$ cat config.mk
export PLATFORM = sky130hd
export DESIGN_NAME = rdbf_ctrl
export DESIGN_NICKNAME = d
export VERILOG_FILES = /design/src/hw/rtl/rdbf_pkg.sv /design/src/hw/rtl/rdbf_ctrl.sv
export SDC_FILE = /design/constraint.sdc
export NUM_CORES = 1
export LEC_CHECK = 0
export BUFFER_PORTS_ARGS = -buffer_cell sky130_fd_sc_hd__buf_4
export CAP_MARGIN = 20
export CELL_PAD_IN_SITES_DETAIL_PLACEMENT = 1
export CELL_PAD_IN_SITES_GLOBAL_PLACEMENT = 2
export CORE_MARGIN = 4
export CORE_UTILIZATION = 31
export CTS_CLUSTER_SIZE = 25
export DETAILED_ROUTE_END_ITERATION = 7
export PLACE_DENSITY = 0.87
export SLEW_MARGIN = 5
export SYNTH_ARGS = -nofsm -noshare
export SYNTH_HDL_FRONTEND = slang
export SYNTH_SLANG_ARGS = --single-unit
$ cat constraint.sdc
create_clock -name clk -period 3.9 [get_ports clk]
set_input_delay 0 -clock clk [delete_from_list [all_inputs] [get_ports clk]]
set_output_delay 0 -clock clk [all_outputs]
set_load 0.02 [all_outputs]
$ cat src/hw/rtl/rdbf_pkg.sv
// ----------------------------------------------------------------------------
// rdbf_pkg
// shared types and constants of the round dab blending framebuffer
// ----------------------------------------------------------------------------
`default_nettype none
package rdbf_pkg;

  localparam int DEF_MAX_WIDTH  = 256;
  localparam int DEF_MAX_HEIGHT = 256;
  localparam int PIX_W          = 24;
  localparam int DIM_W          = 9;
  localparam int CFG_AW         = 3;

  typedef enum logic [1:0] {
    CMD_CLEAR   = 2'd0,
    CMD_PATTERN = 2'd1,
    CMD_DAB     = 2'd2,
    CMD_READ    = 2'd3
  } cmd_t;

  localparam logic [CFG_AW-1:0] ADDR_WIDTH  = 3'h0;
  localparam logic [CFG_AW-1:0] ADDR_HEIGHT = 3'h4;

  typedef struct packed {
    logic [1:0]         cmd;
    logic signed [15:0] center_x;
    logic signed [15:0] center_y;
    logic [11:0]        dab_radius;
    logic [8:0]         opacity;
    logic [7:0]         brush_red;
    logic [7:0]         brush_green;
    logic [7:0]         brush_blue;
    logic [7:0]         pixel_x;
    logic [7:0]         pixel_y;
  } in_item_t;

  typedef struct packed {
    logic [7:0] read_red;
    logic [7:0] read_green;
    logic [7:0] read_blue;
  } out_item_t;

  // controller -> datapath
  typedef struct packed {
    logic load;     // capture command, compute box
    logic walk;     // present current pixel to memory
    logic step;     // advance scan position
    logic rd;       // issue single read
    logic rd_done;  // drive result
  } ctl_t;

  // datapath -> controller
  typedef struct packed {
    logic box_empty;
    logic last;
  } sts_t;

endpackage
`default_nettype wire

$ cat src/hw/rtl/rdbf_ctrl.sv
// ----------------------------------------------------------------------------
// rdbf_ctrl
// command sequencer of the framebuffer
// ----------------------------------------------------------------------------
`default_nettype none
module rdbf_ctrl (
  input  wire logic          clk,
  input  wire logic          rst_n,
  input  wire logic          start,
  input  wire logic [1:0]    cmd,
  input  wire rdbf_pkg::sts_t sts,
  output logic               busy,
  output rdbf_pkg::ctl_t     ctl
);
  import rdbf_pkg::*;

  typedef enum logic [4:0] {
    S_IDLE  = 5'b00001,
    S_SETUP = 5'b00010,
    S_WALK  = 5'b00100,
    S_DRAIN = 5'b01000,
    S_READ  = 5'b10000
  } state_t;

  state_t state_r, state_nxt;
  logic [1:0] drain_r, drain_nxt;
  logic       rd_r, rd_nxt;
  logic       fin_r, fin_nxt;

  always_comb begin
    state_nxt = state_r;
    drain_nxt = drain_r;
    rd_nxt    = 1'b0;
    fin_nxt   = 1'b0;
    ctl       = '0;
    unique case (state_r)
      S_IDLE: begin
        // no new command while the result of the last one is out
        if (start && !fin_r) begin
          ctl.load = 1'b1;
          if (cmd == CMD_READ) begin
            state_nxt = S_READ;
          end else begin
            state_nxt = S_SETUP;
          end
        end
      end
      S_SETUP: begin
        if (sts.box_empty) begin
          state_nxt = S_DRAIN;
          drain_nxt = 2'd0;
        end else begin
          state_nxt = S_WALK;
        end
      end
      S_WALK: begin
        ctl.walk = 1'b1;
        ctl.step = 1'b1;
        if (sts.last) begin
          state_nxt = S_DRAIN;
          drain_nxt = 2'd2;
        end
      end
      S_DRAIN: begin
        if (drain_r == 2'd0) begin
          fin_nxt   = 1'b1;
          state_nxt = S_IDLE;
        end else begin
          drain_nxt = drain_r - 2'd1;
        end
      end
      S_READ: begin
        if (!rd_r) begin
          rd_nxt = 1'b1;
        end else begin
          fin_nxt   = 1'b1;
          state_nxt = S_IDLE;
        end
        ctl.rd = 1'b1;
      end
      default: state_nxt = S_IDLE;
    endcase
    ctl.rd_done = fin_r;
  end

  assign busy = (state_r != S_IDLE) || fin_r;

  always_ff @(posedge clk) begin
    if (!rst_n) begin
      state_r <= S_IDLE;
      drain_r <= 2'd0;
      rd_r    <= 1'b0;
      fin_r   <= 1'b0;
    end else begin
      state_r <= state_nxt;
      drain_r <= drain_nxt;
      rd_r    <= rd_nxt;
      fin_r   <= fin_nxt;
    end
  end
endmodule
`default_nettype wire

==> out/metrics.cfg <==
[drt]
firstDrtPassIters=3
post_drt_wl_per_cell_um=13.0
ant_nets=0
viasPerCell=5.21
totalWireLength_um=1180
drt_iter0_drc=7
drc_errors=0
via_count=474

[global_routing]
antenna_found_initial=0
grt_pass1_vias=455
grt.overflow.total=0
grt_max_degree=11
grt.total_usage_pct=10.3
grt_pass1_wl_um=1960

[logic_synthesis]
ys_async_sr_fraction_pct=0
synth_top_family_by_area=simple AND/OR/NAND/NOR gates
yosys.area_share.simple_pct=38.9
yosysTopAreaCell=dfxtp_1
synth_area_leaders=dfxtp_1 33%, nand2_1 4.9%, nor2_1 4.9%
syn_nets=71
synthXorXnorAreaFrac_pct=1.62
yosys_warnings=0
synthMuxAreaShare_pct=5.79
synth_compound_area_share_pct=8.10
synth.distinct_cells=29
synth_common_cells=9 x dfxtp_1, 7 x nand2_1, 7 x nor2_1
synth_top_cell_area_share_pct=33.3
yosysSeqAreaShare_pct=33.3
yosys.area_share.adder_pct=2.31
netlist_area_um2=541
ys.flop_type=dfxtp_1
synth_edf_count=0
synth_area_per_cell_um2=8.58
synthMostInstantiatedCell=dfxtp_1
synth_cells=63
ys_ff_latch=9

[die]
core_mm2=0.00158
initial_utilization_pct=34.3
die_y_um=49.8
num_rows=14
fp.dieW_um=49.8
io_pins=13
fp.dieArea_mm2=0.00248

[layout]
final_core_util_pct=40.9
areaGrowthSynthToFinish_pct=19.2
drive_gt1_share_pct=26.7
n_antenna_cell=0
multi_input_area_um2=307
num-fill-cells=198
final_nets=84
seqCellArea_um2=180

[setup_path]
rrSetupSlack_ns=2.42
critPathArrivalTime_ns=1.62
crit_path_start=drain_r[0]
end_kind=flip-flop
setup.worst_path.end=drain_r[1]
r2r_cells=6
critPathTopFamily=simple AND/OR/NAND/NOR gates
critPathMaxStageDelay_ns=0.35
rr_startpoint=drain_r[0]
worstPathMaxFanout=3
cp.buffers_inverters=1
crit_cells=6
crit_type=reg2reg
cp_slowest_cell=dfxtp_1
cp.required_ns=4.04
rr_endpoint=drain_r[1]
path_cells=inv_1 -> ha_1 -> nor4b_2 -> a22o_1 -> nand3_1 -> mux2i_1
setup.worst_path.start_class=flip-flop

[place]
dp_hpwl_um=958
place_worst_setup_slack_ns=2.43
portBuffers=12
globalplace.congestion=0.779

[run]
cap_violations=0

[run_status]
outcome=finished clean

[sta]
rsz0062_at_grt=no
worstMarginPinSlew_ns=0.409
fin_crit_ns=1.48
slew_headroom_pct=72.7
setup_ws_ns=2.42
fin_skew_ns=0.00271
fin_tns_setup_ns=0
max_freq_mhz=678
hold_viol=0
final_max_slew_viol_count=0
finalCritPeriodShare_pct=37.8
setup_viol=0

[clock_tree]
ctsResizeCount=0
cts_buffers=3
tritoncts=built
htree_levels=1
clk_path_buf_depth=2
clk_pin_slew_ns=0.06
cts_root_buf=clkbuf_4
clk-insertion-delay-late_ns=0.26
clkSinkCount=9
ctsHoldBuffers=1
postCtsSetupBuffers=0

[min_path]
min_path_type=in2reg

[pwr]
power.density_mw_per_mm2=340
total_power_uw=219
ir_drop_mv=0.214
power_leakage_nw=0.273

==> flip-flops by register name (all words and copies together), names as in the netlist <==
name     count
state_r      5
fin_r        1
drain_r      2
rd_r         1
==> layout make-up <==
cell class | count | area share (%)
clock buffers | 4 | 4.08
inverters | 3 | 1.75
multi-input cells | 46 | 47.6
flip-flops and latches | 9 | 28.0
well taps | 16 | 3.11
repair buffers | 13 | 15.5
==> metrics by stage <==
step | hold WS, ns | std cells | cell area [um2]
2_1_floorplan | 0.0889 | 63 | 541
6_report | 0.0474 | 91 | 644
4_1_cts | 0.0444 | 91 | 644
3_3_place_gp | 0.251 | 86 | 608
3_5_place_dp | 0.253 | 86 | 608
5_1_grt | 0.0464 | 91 | 644
==> cells by family after synthesis <==
logic type,Yosys count
adders and majority gates,1
buffers and inverters,8
xor gates and xnor gates,1
muxes,3
AOI/OAI and AO/OA,7
DFF,9
and+or+nand+nor,34
==> cell usage in the layout (no fill, tap or decap), types with 3 or more instances in the layout <==
cell type and count:
nor2_1 7, a21oi_1 3, clkbuf_4 3, nand3_1 3
nand2_1 7, inv_1 3, buf_4 12, dfxtp_1 9
==> power by group <==
part           leakage, nW  switching [mW]  internal, mW
clock network       0.0150          0.0316        0.0394
logic                0.185          0.0219        0.0230
registers           0.0730         0.00814        0.0953
total                0.273          0.0616         0.158
==> layer usage <==
metal,wire length (um),vias up,GRT usage (%)
met5,0,-,0
met4,0,0,2.76
met3,72,0,5.12
met2,567,11,15.9
met1,542,219,12.6
li1,-,244,-
==> worst min-delay path, stage by stage <==
cell,delay (ns)
buf_4,0.11
nand3_1,0.07
a21oi_1,0.07
==> worst min path at each step <==
| stage | from | slack [ns] | endpoint | cells past startpoint |
|---|---|---|---|---|
| 2_1_floorplan | rst_n | 0.09 | state_r[0] | 1 |
| 3_3_place_gp | rst_n | 0.25 | state_r[0] | 2 |
| 3_5_place_dp | rst_n | 0.25 | state_r[0] | 2 |
| 4_1_cts | sts[1] | 0.04 | state_r[2] | 4 |
| 5_1_grt | cmd[1] | 0.05 | state_r[4] | 3 |
| 6_report | cmd[1] | 0.05 | state_r[4] | 3 |
Power figures use the tool's default switching activity.
